`config.mk`:
```
export PLATFORM = sky130hd
export DESIGN_NAME = pi3_cfg
export DESIGN_NICKNAME = d
export VERILOG_FILES = /design/src/sv/pi3_pkg.sv /design/src/sv/pi3_cfg.sv
export SDC_FILE = /design/constraint.sdc
export NUM_CORES = 1
export LEC_CHECK = 0
export ABC_AREA = 1
export BUFFER_PORTS_ARGS = -buffer_cell sky130_fd_sc_hd__buf_4
export CAP_MARGIN = 20
export CELL_PAD_IN_SITES_DETAIL_PLACEMENT = 0
export CELL_PAD_IN_SITES_GLOBAL_PLACEMENT = 2
export CORE_ASPECT_RATIO = 1.5
export CORE_MARGIN = 2
export CORE_UTILIZATION = 39
export DETAILED_ROUTE_END_ITERATION = 8
export HOLD_SLACK_MARGIN = 0.06
export PLACE_DENSITY_LB_ADDON = 0.1
export RECOVER_POWER = 25
export SYNTH_ARGS = -nofsm -noshare
export SYNTH_HDL_FRONTEND = slang
export SYNTH_SLANG_ARGS = --single-unit
```
`constraint.sdc`:
```
create_clock -name i_clk -period 7.8 [get_ports i_clk]
set_input_delay 0.39 -clock i_clk [delete_from_list [all_inputs] [get_ports i_clk]]
set_output_delay 0.39 -clock i_clk [all_outputs]
set_load 0.02 [all_outputs]
```
`src/sv/pi3_pkg.sv`:
```
// ----------------------------------------------------------------------------
// pi3_pkg
// Shared widths, constants, codes and types of the three-channel PI block.
// ----------------------------------------------------------------------------
`default_nettype none

package pi3_pkg;

    localparam int FRAC_BITS       = 16;
    localparam int SERVO_GAIN_BITS = 16;
    localparam int WHEEL_LIMIT     = 16800;
    localparam int SERVO_RESET     = 1700;
    localparam int STEER_BAND      = 200;

    localparam int NUM_CH     = 3;
    localparam int CH_W       = 2;
    localparam int DATA_W     = 32;
    localparam int ERR_W      = DATA_W + 1;
    localparam int DIFF_W     = ERR_W + 1;
    localparam int ACC_W      = 32;
    localparam int WGAIN_W    = 24;
    localparam int SGAIN_W    = 16;
    localparam int BGAIN_W    = SGAIN_W + 1;
    localparam int PROD_W     = WGAIN_W + 1 + DIFF_W;
    localparam int SUM_W      = PROD_W + 1;
    localparam int NEXT_W     = SUM_W + 1;
    localparam int DRIVE_W    = 16;
    localparam int LIM_W      = 15;
    localparam int RULE_W     = 2;
    localparam int CFG_IDX_W  = 3;
    localparam int CFG_DATA_W = 32;

    // boost: floor((8*g + 2) / 5) via reciprocal, exact for 19-bit operands
    localparam int              BOOST_X_W   = SGAIN_W + 3;
    localparam int              BOOST_RCP_W = 19;
    localparam int              BOOST_SHIFT = 21;
    localparam logic [BOOST_RCP_W-1:0] BOOST_RECIP = 19'd419431;

    localparam logic [CH_W-1:0] CH_WHEEL_A = 2'd0;
    localparam logic [CH_W-1:0] CH_WHEEL_B = 2'd1;
    localparam logic [CH_W-1:0] CH_SERVO   = 2'd2;
    localparam logic [CH_W-1:0] CH_NONE    = 2'd3;

    localparam logic [RULE_W-1:0] STEER_OFF = 2'd0;
    localparam logic [RULE_W-1:0] STEER_NEG = 2'd1;
    localparam logic [RULE_W-1:0] STEER_POS = 2'd2;

    localparam logic [CFG_DATA_W-1:0] SERVO_GAIN_RESET  = 32'd38666502;
    localparam logic [LIM_W-1:0]      SERVO_FLOOR_RESET = 15'd900;
    localparam logic [LIM_W-1:0]      SERVO_CEIL_RESET  = 15'd2000;

    localparam logic signed [DATA_W-1:0] STEER_BAND_FIX  = DATA_W'(STEER_BAND) <<< FRAC_BITS;
    localparam logic signed [DATA_W-1:0] STEER_BAND_NEG  = -STEER_BAND_FIX;
    localparam logic signed [ACC_W-1:0]  SERVO_ACC_RESET = ACC_W'(SERVO_RESET) <<< FRAC_BITS;
    localparam logic signed [NEXT_W-1:0] WHEEL_HI        = NEXT_W'(WHEEL_LIMIT) <<< FRAC_BITS;
    localparam logic signed [NEXT_W-1:0] WHEEL_LO        = -WHEEL_HI;
    localparam logic signed [ACC_W-1:0]  TRUNC_BIAS      = ACC_W'((1 << FRAC_BITS) - 1);

    typedef enum logic [CFG_IDX_W-1:0] {
        CFG_WHEEL_KP    = 3'd0,
        CFG_WHEEL_KI    = 3'd1,
        CFG_SERVO_FLOOR = 3'd2,
        CFG_SERVO_CEIL  = 3'd3,
        CFG_STEER_RULE  = 3'd4,
        CFG_SERVO_GAIN  = 3'd5
    } t_cfg_idx;

    typedef struct packed {
        logic [WGAIN_W-1:0] wheel_kp;
        logic [WGAIN_W-1:0] wheel_ki;
        logic [LIM_W-1:0]   servo_floor;
        logic [LIM_W-1:0]   servo_ceil;
        logic [RULE_W-1:0]  steer_rule;
        logic [SGAIN_W-1:0] servo_kp;
        logic [SGAIN_W-1:0] servo_ki;
        logic [BGAIN_W-1:0] servo_kp_boost;
        logic [BGAIN_W-1:0] servo_ki_boost;
    } t_cfg;

    // beat held between the product stage and the accumulate stage
    typedef struct packed {
        logic [CH_W-1:0]          channel;
        logic signed [PROD_W-1:0] prod_p;
        logic signed [PROD_W-1:0] prod_i;
    } t_prod_beat;

    function automatic logic [BGAIN_W-1:0] boost_gain(input logic [SGAIN_W-1:0] g);
        logic [BOOST_X_W-1:0]               x;
        logic [BOOST_X_W+BOOST_RCP_W-1:0]   p;
        x = {g, 3'b000} + BOOST_X_W'(2);
        p = (BOOST_X_W + BOOST_RCP_W)'(x) * (BOOST_X_W + BOOST_RCP_W)'(BOOST_RECIP);
        return p[BOOST_SHIFT +: BGAIN_W];
    endfunction

endpackage

`default_nettype wire

```
`src/sv/pi3_cfg.sv`:
```
// ----------------------------------------------------------------------------
// pi3_cfg
// Configuration registers; boosted servo gains are worked out at write time.
// ----------------------------------------------------------------------------
`default_nettype none

module pi3_cfg
    import pi3_pkg::*;
(
    input  wire logic                  i_clk,
    input  wire logic                  i_rst_n,
    input  wire logic                  i_cfg_valid,
    input  wire logic [CFG_IDX_W-1:0]  i_cfg_index,
    input  wire logic [CFG_DATA_W-1:0] i_cfg_data,
    output t_cfg                       o_cfg
);

    t_cfg r_cfg;

    always_ff @(posedge i_clk) begin
        if (!i_rst_n) begin
            r_cfg.wheel_kp       <= '0;
            r_cfg.wheel_ki       <= '0;
            r_cfg.servo_floor    <= SERVO_FLOOR_RESET;
            r_cfg.servo_ceil     <= SERVO_CEIL_RESET;
            r_cfg.steer_rule     <= STEER_OFF;
            r_cfg.servo_kp       <= SERVO_GAIN_RESET[SGAIN_W-1:0];
            r_cfg.servo_ki       <= SERVO_GAIN_RESET[CFG_DATA_W-1:SGAIN_W];
            r_cfg.servo_kp_boost <= boost_gain(SERVO_GAIN_RESET[SGAIN_W-1:0]);
            r_cfg.servo_ki_boost <= boost_gain(SERVO_GAIN_RESET[CFG_DATA_W-1:SGAIN_W]);
        end else if (i_cfg_valid) begin
            case (t_cfg_idx'(i_cfg_index))
                CFG_WHEEL_KP:    r_cfg.wheel_kp    <= i_cfg_data[WGAIN_W-1:0];
                CFG_WHEEL_KI:    r_cfg.wheel_ki    <= i_cfg_data[WGAIN_W-1:0];
                CFG_SERVO_FLOOR: r_cfg.servo_floor <= i_cfg_data[LIM_W-1:0];
                CFG_SERVO_CEIL:  r_cfg.servo_ceil  <= i_cfg_data[LIM_W-1:0];
                CFG_STEER_RULE:  r_cfg.steer_rule  <= i_cfg_data[RULE_W-1:0];
                CFG_SERVO_GAIN: begin
                    // kp sits in the low half, ki in the high half
                    r_cfg.servo_kp       <= i_cfg_data[SGAIN_W-1:0];
                    r_cfg.servo_ki       <= i_cfg_data[CFG_DATA_W-1:SGAIN_W];
                    r_cfg.servo_kp_boost <= boost_gain(i_cfg_data[SGAIN_W-1:0]);
                    r_cfg.servo_ki_boost <= boost_gain(i_cfg_data[CFG_DATA_W-1:SGAIN_W]);
                end
                default: ;
            endcase
        end
    end

    assign o_cfg = r_cfg;

endmodule

`default_nettype wire

```
==> impl_results.rst <==
.. list-table::
   :header-rows: 1

   * - Metric
     - Value
   * - Result of the run
     - finished, violations left
   * - Violated checks
     - max-capacitance violations, max-slew violations
   * - Average routed wire per standard cell
     - 19.1 um
   * - Y dimension of the die
     - 270 um
   * - Initial antenna violation count
     - 0
   * - CTS sink count
     - 146
   * - Final hold violation count
     - 0
   * - Beginning of the worst register-to-register path
     - o_cfg[48]
   * - Category of the worst setup path capture point
     - flop
   * - Number of cell instances on the worst register-to-register path
     - 2
   * - Number of buffers added by the clock tree synthesis step
     - 17
   * - Post-CTS Setup Bufs
     - 0
   * - TritonCTS clock tree
     - built
   * - Post-Place Cell Area
     - 20300 um2
   * - Worst max-slew margin expressed relative to the limit
     - -37.2%
   * - Post-Synthesis Net Count
     - 2973
   * - Number of global-route vias before repair
     - 16200
   * - Register-to-Register Setup Slack
     - 6.82 ns
   * - Die Wd
     - 181 um
   * - Worst Hold Endpoint
     - o_cfg[37]
   * - Tightest Pin Transition
     - 2.06 ns
   * - Data arrival time of the worst path
     - 5.68 ns
   * - Clock Latency Late Sink
     - 0.44 ns
   * - Fraction of layout cells with a size suffix above 1
     - 7.17%
   * - Top cells by count, synth
     - sky130_fd_sc_hd__inv_1 (627), sky130_fd_sc_hd__nand2_1 (449), sky130_fd_sc_hd__ha_1 (295)
   * - Std cell rows
     - 97
   * - Clock H-tree levels
     - 4
   * - Synthesis Warnings
     - 0
   * - Maxcap violations
     - 1
   * - Unique cell type count in the Yosys netlist
     - 32
   * - Mean instance size in the synthesized netlist
     - 7.61 um2
   * - Destination of the worst register-to-register timing path
     - o_cfg[48]
   * - Cell area after synthesis
     - 18400 um2
   * - Number of enable flip-flop cells after synthesis
     - 0
   * - Gates resized, CTS repair
     - 0
   * - Synth async-reset ratio
     - 0%
   * - Largest fanout of any net on the critical path
     - 7
   * - Worst hold-check slack
     - 0.290 ns
   * - Detailed router's first-iteration violation count
     - 586
   * - Min-Delay Startpoint
     - i_cfg_data[19]
   * - Cell type with the largest total area after synthesis
     - sky130_fd_sc_hd__fa_1
   * - Starting density of the core
     - 39.5%
   * - Number of failing setup endpoints in the final timing report
     - 0
   * - Leading cell type by number of instances after synthesis
     - sky130_fd_sc_hd__inv_1
   * - Worst Setup Path Type
     - input pin to flop
   * - Count of antenna-violating nets left after detailed routing
     - 0
   * - Antenna Cells
     - 0
   * - Max Clock Skew
     - 0 ns
   * - First-pass iteration count of the detailed router
     - 5
   * - Highest attainable clock frequency
     - 0.187 GHz
   * - Via count
     - 15400
   * - GRT overflow
     - 0
   * - Most common flop cell mapped by yosys
     - sky130_fd_sc_hd__dfxtp_1
   * - Area growth from synthesis to layout
     - 12.4%
   * - Number of vias per cell after detailed routing
     - 4.82
   * - Tmin final
     - 5.35 ns
   * - Post-synth top area share
     - 24.2%
   * - Global-route wire length before repair
     - 93200 um
   * - Total Wirelength
     - 60800 um
   * - Number of primary I/O pins
     - 184
   * - Combined global-route utilization of all metal layers
     - 25.3%
   * - Part of the cycle the worst path needs
     - 68.5%
   * - Final non-filler cell area
     - 20700 um2
   * - Synthesis-stage register bit count
     - 146
   * - Clock-pin slew of the registers on the worst-case setup and hold paths
     - 0.08 ns
   * - Worst EP required
     - 8.13 ns
   * - Sequential fraction of the synthesis area
     - 15.9%
   * - Largest cells by area after synthesis
     - sky130_fd_sc_hd__fa_1 (24%), sky130_fd_sc_hd__ha_1 (20%), sky130_fd_sc_hd__dfxtp_1 (16%)
   * - Cell count of the worst hold path
     - 3
   * - Area of the multi-input gates
     - 12900 um2
   * - Unrepaired setup endpoints after global routing
     - no
   * - Pin count of the biggest net entering global routing
     - 67
   * - Post-synthesis instance total
     - 2418
   * - Number of nets in the layout
     - 3136
   * - Register area
     - 2920 um2
   * - Root Driver
     - sky130_fd_sc_hd__clkbuf_16
   * - Post-DP HPWL
     - 52000 um
   * - Flip-flop count of the largest register after layout
     - 146
   * - Full die area
     - 49000 um2
   * - Final Max Slew Viols
     - 55
   * - Count of input and output buffers
     - 183
   * - Post-route DRC
     - 0
   * - Setup Total Neg Slack
     - 0 ns
   * - Maximum clock path buffer count
     - 2
   * - Number of hold buffers added after CTS
     - 0
   * - Startpoint kind of the worst setup timing path
     - input pin
   * - Weighted congestion at the end of routability-driven global placement
     - 0.941
   * - Path category of the worst min-delay check
     - input pin to flop
   * - Fill cells
     - 4920
   * - Std-Cell Core Area
     - 46600 um2
worst max-delay path: stages:
cell	delay (ns)
sky130_fd_sc_hd__buf_4	0.16
sky130_fd_sc_hd__inv_1	0.12
sky130_fd_sc_hd__ha_1	0.48
sky130_fd_sc_hd__xnor2_1	0.19
sky130_fd_sc_hd__ha_1	0.21
sky130_fd_sc_hd__or2_2	0.34
sky130_fd_sc_hd__fa_1	0.58
sky130_fd_sc_hd__fa_1	0.44
sky130_fd_sc_hd__fa_1	0.50
sky130_fd_sc_hd__inv_1	0.05
sky130_fd_sc_hd__fa_1	0.48
sky130_fd_sc_hd__inv_1	0.04
sky130_fd_sc_hd__ha_1	0.37
sky130_fd_sc_hd__nand2_1	0.15
sky130_fd_sc_hd__nor2_1	0.36
sky130_fd_sc_hd__nand2_1	0.24
sky130_fd_sc_hd__nor2_1	0.15
sky130_fd_sc_hd__nand2_1	0.08
sky130_fd_sc_hd__nand3_1	0.09
sky130_fd_sc_hd__nand2_1	0.05
sky130_fd_sc_hd__nor2_1	0.16
sky130_fd_sc_hd__nor2_1	0.06
stage by stage:
step / util (%) / instances / setup WS (ns)
2_1_floorplan: - / 2418 / 3.10
3_3_place_gp: 43.7 / 3156 / 1.94
3_5_place_dp: 43.7 / 3156 / 1.99
4_1_cts: 44.9 / 3188 / 2.44
5_1_grt: 44.4 / 3188 / 2.29
6_report: 44.4 / 3188 / 2.45
cell type report:
cell class	instances	area share, %
Multi-Input combinational cell	1596	62.4
Sequential cell	146	14.1
Inverter	633	11.5
Timing Repair Buffer	187	5.68
Tap cell	594	3.59
Clock buffer	18	2.07
Clock inverter	14	0.671
worst max-delay path by stage:
| stage | startpoint | endpoint | slack [ns] | cells after the start |
|---|---|---|---|---|
| after floorplan | i_cfg_data[2] | o_cfg[29] | 3.10 | 24 |
| after global placement | i_cfg_data[18] | o_cfg[12] | 1.94 | 22 |
| after detailed placement | i_cfg_data[18] | o_cfg[12] | 1.99 | 22 |
| after CTS | i_cfg_data[18] | o_cfg[12] | 2.44 | 22 |
| after global routing | i_cfg_data[18] | o_cfg[12] | 2.29 | 22 |
| final | i_cfg_data[18] | o_cfg[12] | 2.45 | 22 |
routing by layer:
layer	routed length, um	GRT usage [%]	part of all wire [%]	vias up
met5	0	0	0	-
met4	3490	13.7	5.7	0
met3	938	2.02	1.5	111
li1	-	-	-	7643
met1	21900	25.7	36	7367
met2	34500	50.4	57	230
cell families (layout without fill, tap and decap cells):
logic type               Yosys count  after routing  share of synthesized area (%)
AND/OR/NAND/NOR                  796            796                           17.4
buffers and inverters            676            852                           14.0
adder cells (fa/ha/maj)          517            517                           44.2
AO/OA/AOI/OAI                    264            264                           7.56
flip-flops                       146            146                           15.9
XOR/XNOR                          19             19                          0.905
cell usage in the layout, fill, tap and decap left out, types with 10 or more instances in the layout:
cell type / n
sky130_fd_sc_hd__nor2_1: 228
sky130_fd_sc_hd__nor2_2: 12
sky130_fd_sc_hd__fa_1: 222
sky130_fd_sc_hd__nor3_1: 10
sky130_fd_sc_hd__nand3_1: 77
sky130_fd_sc_hd__clkbuf_1: 62
sky130_fd_sc_hd__a21oi_1: 117
sky130_fd_sc_hd__nand2_1: 449
sky130_fd_sc_hd__o211ai_1: 11
sky130_fd_sc_hd__ha_1: 295
sky130_fd_sc_hd__o21ai_0: 118
sky130_fd_sc_hd__inv_1: 627
sky130_fd_sc_hd__xor2_1: 13
sky130_fd_sc_hd__dfxtp_1: 146
sky130_fd_sc_hd__buf_4: 126
sky130_fd_sc_hd__clkbuf_16: 17
sky130_fd_sc_hd__o21bai_1: 11
Power is left out: the tool's default activity adds up to more than one toggle a clock period on the data nets, which glitch-free logic cannot reach.
