[src/sv/pi3_pkg.sv]
// ----------------------------------------------------------------------------
// pi3_pkg
// Shared widths, constants, codes and types of the three-channel PI block.
// ----------------------------------------------------------------------------
`default_nettype none

package pi3_pkg;

    localparam int FRAC_BITS       = 16;
    localparam int SERVO_GAIN_BITS = 16;
    localparam int WHEEL_LIMIT     = 16800;
    localparam int SERVO_RESET     = 1700;
    localparam int STEER_BAND      = 200;

    localparam int NUM_CH     = 3;
    localparam int CH_W       = 2;
    localparam int DATA_W     = 32;
    localparam int ERR_W      = DATA_W + 1;
    localparam int DIFF_W     = ERR_W + 1;
    localparam int ACC_W      = 32;
    localparam int WGAIN_W    = 24;
    localparam int SGAIN_W    = 16;
    localparam int BGAIN_W    = SGAIN_W + 1;
    localparam int PROD_W     = WGAIN_W + 1 + DIFF_W;
    localparam int SUM_W      = PROD_W + 1;
    localparam int NEXT_W     = SUM_W + 1;
    localparam int DRIVE_W    = 16;
    localparam int LIM_W      = 15;
    localparam int RULE_W     = 2;
    localparam int CFG_IDX_W  = 3;
    localparam int CFG_DATA_W = 32;

    // boost: floor((8*g + 2) / 5) via reciprocal, exact for 19-bit operands
    localparam int              BOOST_X_W   = SGAIN_W + 3;
    localparam int              BOOST_RCP_W = 19;
    localparam int              BOOST_SHIFT = 21;
    localparam logic [BOOST_RCP_W-1:0] BOOST_RECIP = 19'd419431;

    localparam logic [CH_W-1:0] CH_WHEEL_A = 2'd0;
    localparam logic [CH_W-1:0] CH_WHEEL_B = 2'd1;
    localparam logic [CH_W-1:0] CH_SERVO   = 2'd2;
    localparam logic [CH_W-1:0] CH_NONE    = 2'd3;

    localparam logic [RULE_W-1:0] STEER_OFF = 2'd0;
    localparam logic [RULE_W-1:0] STEER_NEG = 2'd1;
    localparam logic [RULE_W-1:0] STEER_POS = 2'd2;

    localparam logic [CFG_DATA_W-1:0] SERVO_GAIN_RESET  = 32'd38666502;
    localparam logic [LIM_W-1:0]      SERVO_FLOOR_RESET = 15'd900;
    localparam logic [LIM_W-1:0]      SERVO_CEIL_RESET  = 15'd2000;

    localparam logic signed [DATA_W-1:0] STEER_BAND_FIX  = DATA_W'(STEER_BAND) <<< FRAC_BITS;
    localparam logic signed [DATA_W-1:0] STEER_BAND_NEG  = -STEER_BAND_FIX;
    localparam logic signed [ACC_W-1:0]  SERVO_ACC_RESET = ACC_W'(SERVO_RESET) <<< FRAC_BITS;
    localparam logic signed [NEXT_W-1:0] WHEEL_HI        = NEXT_W'(WHEEL_LIMIT) <<< FRAC_BITS;
    localparam logic signed [NEXT_W-1:0] WHEEL_LO        = -WHEEL_HI;
    localparam logic signed [ACC_W-1:0]  TRUNC_BIAS      = ACC_W'((1 << FRAC_BITS) - 1);

    typedef enum logic [CFG_IDX_W-1:0] {
        CFG_WHEEL_KP    = 3'd0,
        CFG_WHEEL_KI    = 3'd1,
        CFG_SERVO_FLOOR = 3'd2,
        CFG_SERVO_CEIL  = 3'd3,
        CFG_STEER_RULE  = 3'd4,
        CFG_SERVO_GAIN  = 3'd5
    } t_cfg_idx;

    typedef struct packed {
        logic [WGAIN_W-1:0] wheel_kp;
        logic [WGAIN_W-1:0] wheel_ki;
        logic [LIM_W-1:0]   servo_floor;
        logic [LIM_W-1:0]   servo_ceil;
        logic [RULE_W-1:0]  steer_rule;
        logic [SGAIN_W-1:0] servo_kp;
        logic [SGAIN_W-1:0] servo_ki;
        logic [BGAIN_W-1:0] servo_kp_boost;
        logic [BGAIN_W-1:0] servo_ki_boost;
    } t_cfg;

    // beat held between the product stage and the accumulate stage
    typedef struct packed {
        logic [CH_W-1:0]          channel;
        logic signed [PROD_W-1:0] prod_p;
        logic signed [PROD_W-1:0] prod_i;
    } t_prod_beat;

    function automatic logic [BGAIN_W-1:0] boost_gain(input logic [SGAIN_W-1:0] g);
        logic [BOOST_X_W-1:0]               x;
        logic [BOOST_X_W+BOOST_RCP_W-1:0]   p;
        x = {g, 3'b000} + BOOST_X_W'(2);
        p = (BOOST_X_W + BOOST_RCP_W)'(x) * (BOOST_X_W + BOOST_RCP_W)'(BOOST_RECIP);
        return p[BOOST_SHIFT +: BGAIN_W];
    endfunction

endpackage

`default_nettype wire

[src/sv/pi3_acc_stage.sv]
// ----------------------------------------------------------------------------
// pi3_acc_stage
// Sum of products, floor shift, accumulate, clamp and result register; owns
// the per-channel accumulators.
// ----------------------------------------------------------------------------
`default_nettype none

module pi3_acc_stage
    import pi3_pkg::*;
(
    input  wire logic                 i_clk,
    input  wire logic                 i_rst_n,
    input  wire t_cfg                 i_cfg,
    input  wire logic                 i_valid,
    input  wire t_prod_beat           i_beat,
    output logic                      o_free,
    output logic                      o_valid,
    input  wire logic                 i_ready,
    output logic signed [DRIVE_W-1:0] o_drive,
    output logic                      o_clamped
);

    logic signed [ACC_W-1:0]   r_acc [NUM_CH];
    logic                      r_valid;
    logic signed [DRIVE_W-1:0] r_drive;
    logic                      r_clamped;

    logic                      w_load;
    logic                      w_servo;
    logic signed [SUM_W-1:0]   w_sum;
    logic signed [SUM_W-1:0]   w_inc;
    logic signed [ACC_W-1:0]   w_acc_old;
    logic signed [NEXT_W-1:0]  w_next;
    logic signed [NEXT_W-1:0]  w_hi;
    logic signed [NEXT_W-1:0]  w_lo;
    logic signed [NEXT_W-1:0]  w_after_hi;
    logic signed [NEXT_W-1:0]  w_clamp;
    logic                      w_hit_hi;
    logic                      w_hit_lo;
    logic signed [ACC_W-1:0]   w_acc_new;
    logic signed [ACC_W-1:0]   w_adj;
    logic signed [DRIVE_W-1:0] n_drive;
    logic                      n_clamped;

    assign o_free = !r_valid || i_ready;
    assign w_load = i_valid && o_free;

    assign w_servo = (i_beat.channel == CH_SERVO);

    always_comb begin
        case (i_beat.channel)
            CH_WHEEL_A: w_acc_old = r_acc[0];
            CH_WHEEL_B: w_acc_old = r_acc[1];
            CH_SERVO:   w_acc_old = r_acc[2];
            default:    w_acc_old = '0;
        endcase
    end

    assign w_sum  = SUM_W'(i_beat.prod_p) + SUM_W'(i_beat.prod_i);
    assign w_inc  = w_servo ? (w_sum >>> SERVO_GAIN_BITS) : (w_sum >>> FRAC_BITS);
    assign w_next = NEXT_W'(w_acc_old) + NEXT_W'(w_inc);

    assign w_hi = w_servo ? (NEXT_W'(i_cfg.servo_ceil) <<< FRAC_BITS) : WHEEL_HI;
    assign w_lo = w_servo ? (NEXT_W'(i_cfg.servo_floor) <<< FRAC_BITS) : WHEEL_LO;

    // upper limit first, so a crossed pair ends on the lower limit
    assign w_hit_hi   = w_next > w_hi;
    assign w_after_hi = w_hit_hi ? w_hi : w_next;
    assign w_hit_lo   = w_after_hi < w_lo;
    assign w_clamp    = w_hit_lo ? w_lo : w_after_hi;
    assign w_acc_new  = w_clamp[ACC_W-1:0];

    // truncate toward zero
    assign w_adj = w_acc_new + (w_acc_new[ACC_W-1] ? TRUNC_BIAS : ACC_W'(0));

    always_comb begin
        if (i_beat.channel == CH_NONE) begin
            n_drive   = '0;
            n_clamped = 1'b0;
        end else begin
            n_drive   = DRIVE_W'(w_adj >>> FRAC_BITS);
            n_clamped = w_hit_hi || w_hit_lo;
        end
    end

    always_ff @(posedge i_clk) begin
        if (!i_rst_n) begin
            r_valid  <= 1'b0;
            r_acc[0] <= '0;
            r_acc[1] <= '0;
            r_acc[2] <= SERVO_ACC_RESET;
        end else begin
            if (o_free) begin
                r_valid <= i_valid;
            end
            if (w_load && i_beat.channel != CH_NONE) begin
                r_acc[i_beat.channel] <= w_acc_new;
            end
        end
    end

    always_ff @(posedge i_clk) begin
        if (w_load) begin
            r_drive   <= n_drive;
            r_clamped <= n_clamped;
        end
    end

    assign o_valid   = r_valid;
    assign o_drive   = r_drive;
    assign o_clamped = r_clamped;

endmodule

`default_nettype wire

[config.mk]
export PLATFORM = sky130hd
export DESIGN_NAME = pi3_acc_stage
export DESIGN_NICKNAME = d
export VERILOG_FILES = /design/src/sv/pi3_pkg.sv /design/src/sv/pi3_acc_stage.sv
export SDC_FILE = /design/constraint.sdc
export NUM_CORES = 1
export LEC_CHECK = 0
export ABC_AREA = 1
export BUFFER_PORTS_ARGS = -buffer_cell sky130_fd_sc_hd__buf_2
export CELL_PAD_IN_SITES_DETAIL_PLACEMENT = 2
export CELL_PAD_IN_SITES_GLOBAL_PLACEMENT = 2
export CORE_UTILIZATION = 30
export CTS_BUF_LIST = sky130_fd_sc_hd__clkbuf_16
export CTS_CLUSTER_DIAMETER = 50
export DETAILED_ROUTE_END_ITERATION = 8
export HOLD_SLACK_MARGIN = 0.12
export PLACE_DENSITY = 0.81
export SYNTH_ARGS = -nofsm -noshare
export SYNTH_HDL_FRONTEND = slang
export SYNTH_SLANG_ARGS = --single-unit
export TNS_END_PERCENT = 1
[constraint.sdc]
create_clock -name i_clk -period 14.1 [get_ports i_clk]
set_input_delay 1.41 -clock i_clk [delete_from_list [all_inputs] [get_ports i_clk]]
set_output_delay 1.41 -clock i_clk [all_outputs]
set_load 0.01 [all_outputs]
==> results_tabular.tex <==
\begin{tabular}{lr}
\hline
Metric & Value \\
\hline
\multicolumn{2}{l}{\textbf{Critical path}} \\
CP most frequent cell & sky130\_fd\_sc\_hd\_\_nor2\_1 \\
Largest delay share family, worst path & simple AND/OR/NAND/NOR gates \\
Slowest stage delay, CP & 0.51 ns \\
Setup crit start kind & primary input \\
Maximum fanout along the worst path & 13 \\
Worst Path Arrival & 13.32 ns \\
Worst-path cell with the longest stage delay & sky130\_fd\_sc\_hd\_\_o21ai\_0 \\
Setup CP Type & primary input to register \\
Critical path data required time & 14.27 ns \\
Worst Setup End Kind & register \\
Buffering stage count on the worst path with inverters included & 14 \\
\multicolumn{2}{l}{\textbf{Floorplan}} \\
Starting Density & 30.5\% \\
CORE AREA & 46600 um2 \\
Die outline width & 219 um \\
Cell row count & 79 \\
Top-level I/O count & 289 \\
Area of the die & 48100 um2 \\
Die boundary height & 219 um \\
\multicolumn{2}{l}{\textbf{Drt}} \\
Number of detailed-route iterations in the first pass & 4 \\
Starting DRT DRC Count & 733 \\
Total number of vias & 15400 \\
Per-cell via count in the routed design & 5.08 \\
Post-DR wirelength/cell & 19.7 um \\
Total wire length after detailed routing & 59700 um \\
Antenna Violating Nets Remaining & 0 \\
Drt drc & 0 \\
\multicolumn{2}{l}{\textbf{Synthesis}} \\
Area fraction in compound gates after synthesis & 11.5\% \\
Top FF cell, synth & sky130\_fd\_sc\_hd\_\_edfxtp\_1 \\
Register area share after synthesis & 24.1\% \\
Number of synthesized register bits & 114 \\
Combinational family with the most area after synthesis & simple AND/OR/NAND/NOR gates \\
Area share of and/or/nand/nor cells after synthesis & 36.6\% \\
Fraction of synthesized cell area in xor and xnor cells & 3.95\% \\
Cell count after synthesis & 2229 \\
Number of warning messages in the yosys log & 0 \\
Adder and majority gate portion of the synthesized area & 14.2\% \\
Proportion of synthesized flip-flops having asynchronous set or reset & 0\% \\
Number of enable flip-flop cells after synthesis & 113 \\
Multiplexer share of the synthesized area & 0\% \\
Count of cell types in the netlist & 52 \\
Net Count, Synth & 2659 \\
Synthesized area & 14200 um2 \\
Synthesized area divided by synthesized cell count & 6.36 um2 \\
\multicolumn{2}{l}{\textbf{Clocking}} \\
Deepest level of the CTS H-tree & 4 \\
Clock root buffer & sky130\_fd\_sc\_hd\_\_clkbuf\_16 \\
Clock buffer count from CTS & 17 \\
Clock latency on the worst-skew pair & 0.43 ns \\
Hold\_buf cts & 0 \\
Number of buffers between clock root and the deepest sink & 2 \\
CTS tree & built \\
Clk sinks & 114 \\
Clock transition time at the flip-flop clock pins of the worst setup and hold paths & 0.06 ns \\
\multicolumn{2}{l}{\textbf{Layout}} \\
Post-Route Utilization & 35.3\% \\
Total number of nets in the final design & 2833 \\
Synth-to-layout area growth & 15.9\% \\
Layout fillers & 5762 \\
Fraction of final layout cells with drive strength greater than 1 & 12.8\% \\
Layout Cell Area excl Fill & 16400 um2 \\
\multicolumn{2}{l}{\textbf{STA}} \\
Slew at the pin with the worst max-slew slack & 0.963 ns \\
RSZ-0062 raised after global routing & false \\
Setup skew after layout & 0.0149 ns \\
Post-layout min period & 13.15 ns \\
Final count of pins violating max slew & 0 \\
Fmax achieved & 0.0760 GHz \\
Number of hold violations in the final report & 0 \\
Setup Total Neg Slack & 0 ns \\
Period utilization & 93.3\% \\
Worst slew margin relative to its limit & 35.6\% \\
Final setup vio count & 0 \\
\multicolumn{2}{l}{\textbf{Placement}} \\
IO buf count & 172 \\
Placed inst area & 15800 um2 \\
HPWL Detailed & 48800 um \\
Gp weighted congestion & 0.894 \\
\multicolumn{2}{l}{\textbf{Run status}} \\
Status & finished clean \\
\multicolumn{2}{l}{\textbf{Global routing}} \\
Gr ovfl total & 0 \\
Via count of the first global-routing pass & 17100 \\
All-layer global routing usage & 24.7\% \\
First-pass GRT wire length & 91600 um \\
Antenna violations before repair & 2 \\
Maximum number of pins on one net before global-route repair & 40 \\
\multicolumn{2}{l}{\textbf{Job}} \\
Max-cap viol count & 0 \\
\multicolumn{2}{l}{\textbf{Power and ir drop}} \\
Cell Pwr Density & 150 nW/um2 \\
Largest voltage drop on the vdd net & 0.0841 mV \\
Leakage power figure & 8.27 nW \\
\multicolumn{2}{l}{\textbf{Hold path}} \\
Worst min-delay path class & register to register \\
\hline
\end{tabular}
[cells in the mapped netlist, types with 2 or more instances]
library cell	count	area, um2
sky130_fd_sc_hd__ha_1	159	1990
sky130_fd_sc_hd__nand3b_1	8	60.1
sky130_fd_sc_hd__nand2_1	698	2620
sky130_fd_sc_hd__inv_2	6	22.5
sky130_fd_sc_hd__buf_1	5	18.8
sky130_fd_sc_hd__nand4_1	24	150
sky130_fd_sc_hd__nor2_4	3	33.8
sky130_fd_sc_hd__o2111ai_1	3	26.3
sky130_fd_sc_hd__nand3_1	122	611
sky130_fd_sc_hd__o21a_1	9	67.6
sky130_fd_sc_hd__a211oi_1	6	45.0
sky130_fd_sc_hd__nor2_1	299	1120
sky130_fd_sc_hd__buf_2	3	15.0
sky130_fd_sc_hd__edfxtp_1	113	3390
sky130_fd_sc_hd__o31ai_1	3	22.5
sky130_fd_sc_hd__clkinv_1	4	15.0
sky130_fd_sc_hd__nand2_2	25	156
sky130_fd_sc_hd__a31oi_1	26	163
sky130_fd_sc_hd__clkbuf_1	20	75.1
sky130_fd_sc_hd__nor3_1	13	65.1
sky130_fd_sc_hd__o21ai_2	2	17.5
sky130_fd_sc_hd__xnor2_1	23	201
sky130_fd_sc_hd__nand3_2	13	130
sky130_fd_sc_hd__buf_6	3	33.8
sky130_fd_sc_hd__o221ai_1	3	26.3
sky130_fd_sc_hd__o21ai_1	6	30.0
sky130_fd_sc_hd__a21o_1	3	22.5
sky130_fd_sc_hd__o21bai_1	6	45.0
sky130_fd_sc_hd__xor2_1	41	359
sky130_fd_sc_hd__o21ai_0	62	310
sky130_fd_sc_hd__nor4_1	5	31.3
sky130_fd_sc_hd__a21oi_1	154	771
sky130_fd_sc_hd__nor2_2	24	150
sky130_fd_sc_hd__inv_1	317	1190
[through the flow]
step,instances,worst slack (ns),hold WS [ns],power [W]
floorplan,2229,3.42,0.589,0.00145
global placement,2988,0.712,0.495,0.00188
detailed placement,2988,0.277,0.523,0.00197
CTS,3020,0.525,0.539,0.00245
global route,3025,0.0200,0.599,0.00265
finish,3025,0.948,0.536,0.00247
[sequential cells by signal, indices dropped and copies added, names as in the netlist]
name and count:
o_valid 1, o_clamped 1, o_drive 16, r_acc 96
[routing by layer]
metal  track usage, %  vias to the layer above  wire length, um
met5                0                        -                0
met4             7.25                        0             1710
met1             29.9                     7469            26900
met3             2.34                       80             1570
met2             45.6                      247            29500
li1                 -                     7576                -
[layout by cell type, fill, tap and decap left out, types with 8 or more instances in the layout]
master                        n
sky130_fd_sc_hd__buf_2      172
sky130_fd_sc_hd__a21oi_1    153
sky130_fd_sc_hd__o21ai_0     62
sky130_fd_sc_hd__nand4_1     24
sky130_fd_sc_hd__ha_1       159
sky130_fd_sc_hd__nand2_1    695
sky130_fd_sc_hd__clkbuf_16   17
sky130_fd_sc_hd__nor2_1     297
sky130_fd_sc_hd__xnor2_1     22
sky130_fd_sc_hd__inv_1      315
sky130_fd_sc_hd__o21a_1       9
sky130_fd_sc_hd__nand3b_1     8
sky130_fd_sc_hd__edfxtp_1   113
sky130_fd_sc_hd__nand3_2     13
sky130_fd_sc_hd__nand3_1    122
sky130_fd_sc_hd__nor3_1      13
sky130_fd_sc_hd__xor2_1      40
sky130_fd_sc_hd__a31oi_1     25
sky130_fd_sc_hd__nand2_2     28
sky130_fd_sc_hd__nor2_2      25
sky130_fd_sc_hd__buf_4       13
[logic make-up after synthesis]
logic type | after synthesis
buffers and inverters | 359
XOR/XNOR | 64
flip-flops | 114
AO/OA/AOI/OAI | 292
AND/OR/NAND/NOR | 1240
adder cells (fa/ha/maj) | 160
[report_power, final]
group	switching [W]	leakage [nW]	internal (W)
Clock	0.000175	0.284	0.000279
Combinational	0.00112	6.83	0.000461
Sequential	0.0000106	1.16	0.000418
[worst paths after layout]
path / from / end / slack (ns) / cells past startpoint
worst max register to register: r_acc[1][0] / o_drive[14] / 4.03 / 55
worst min register to register: o_valid / o_valid / 0.54 / 2
worst min-delay path: o_valid / o_valid / 0.54 / 2
worst max-delay path: i_beat[7] / o_drive[14] / 0.95 / 71
[repair_timing]
action                                  CTS  global route
gates resized for setup                   0             7
endpoints found under the setup margin    0            16
setup buffers                             0             1
[worst min-delay path: cells and delay by family (launching register included)]
family             cells  cell delay (ns)
AOI/OAI and AO/OA      1             0.07
and+or+nand+nor        1             0.11
DFF                    1             0.32
[cell type report]
| type | count | area, um2 | area share, % |
|---|---|---|---|
| diodes | 2 | 5.00 | 0.0305 |
| clock buffers | 17 | 425 | 2.59 |
| clock inverters | 15 | 181 | 1.10 |
| inverters | 327 | 1230 | 7.49 |
| multi-input cells | 1757 | 9460 | 57.5 |
| flip-flops and latches | 114 | 3410 | 20.8 |
| well taps | 607 | 759 | 4.62 |
| repair buffers | 185 | 958 | 5.83 |
| repair inverters | 1 | 5.00 | 0.0305 |
(Power assumes the default switching activity.)
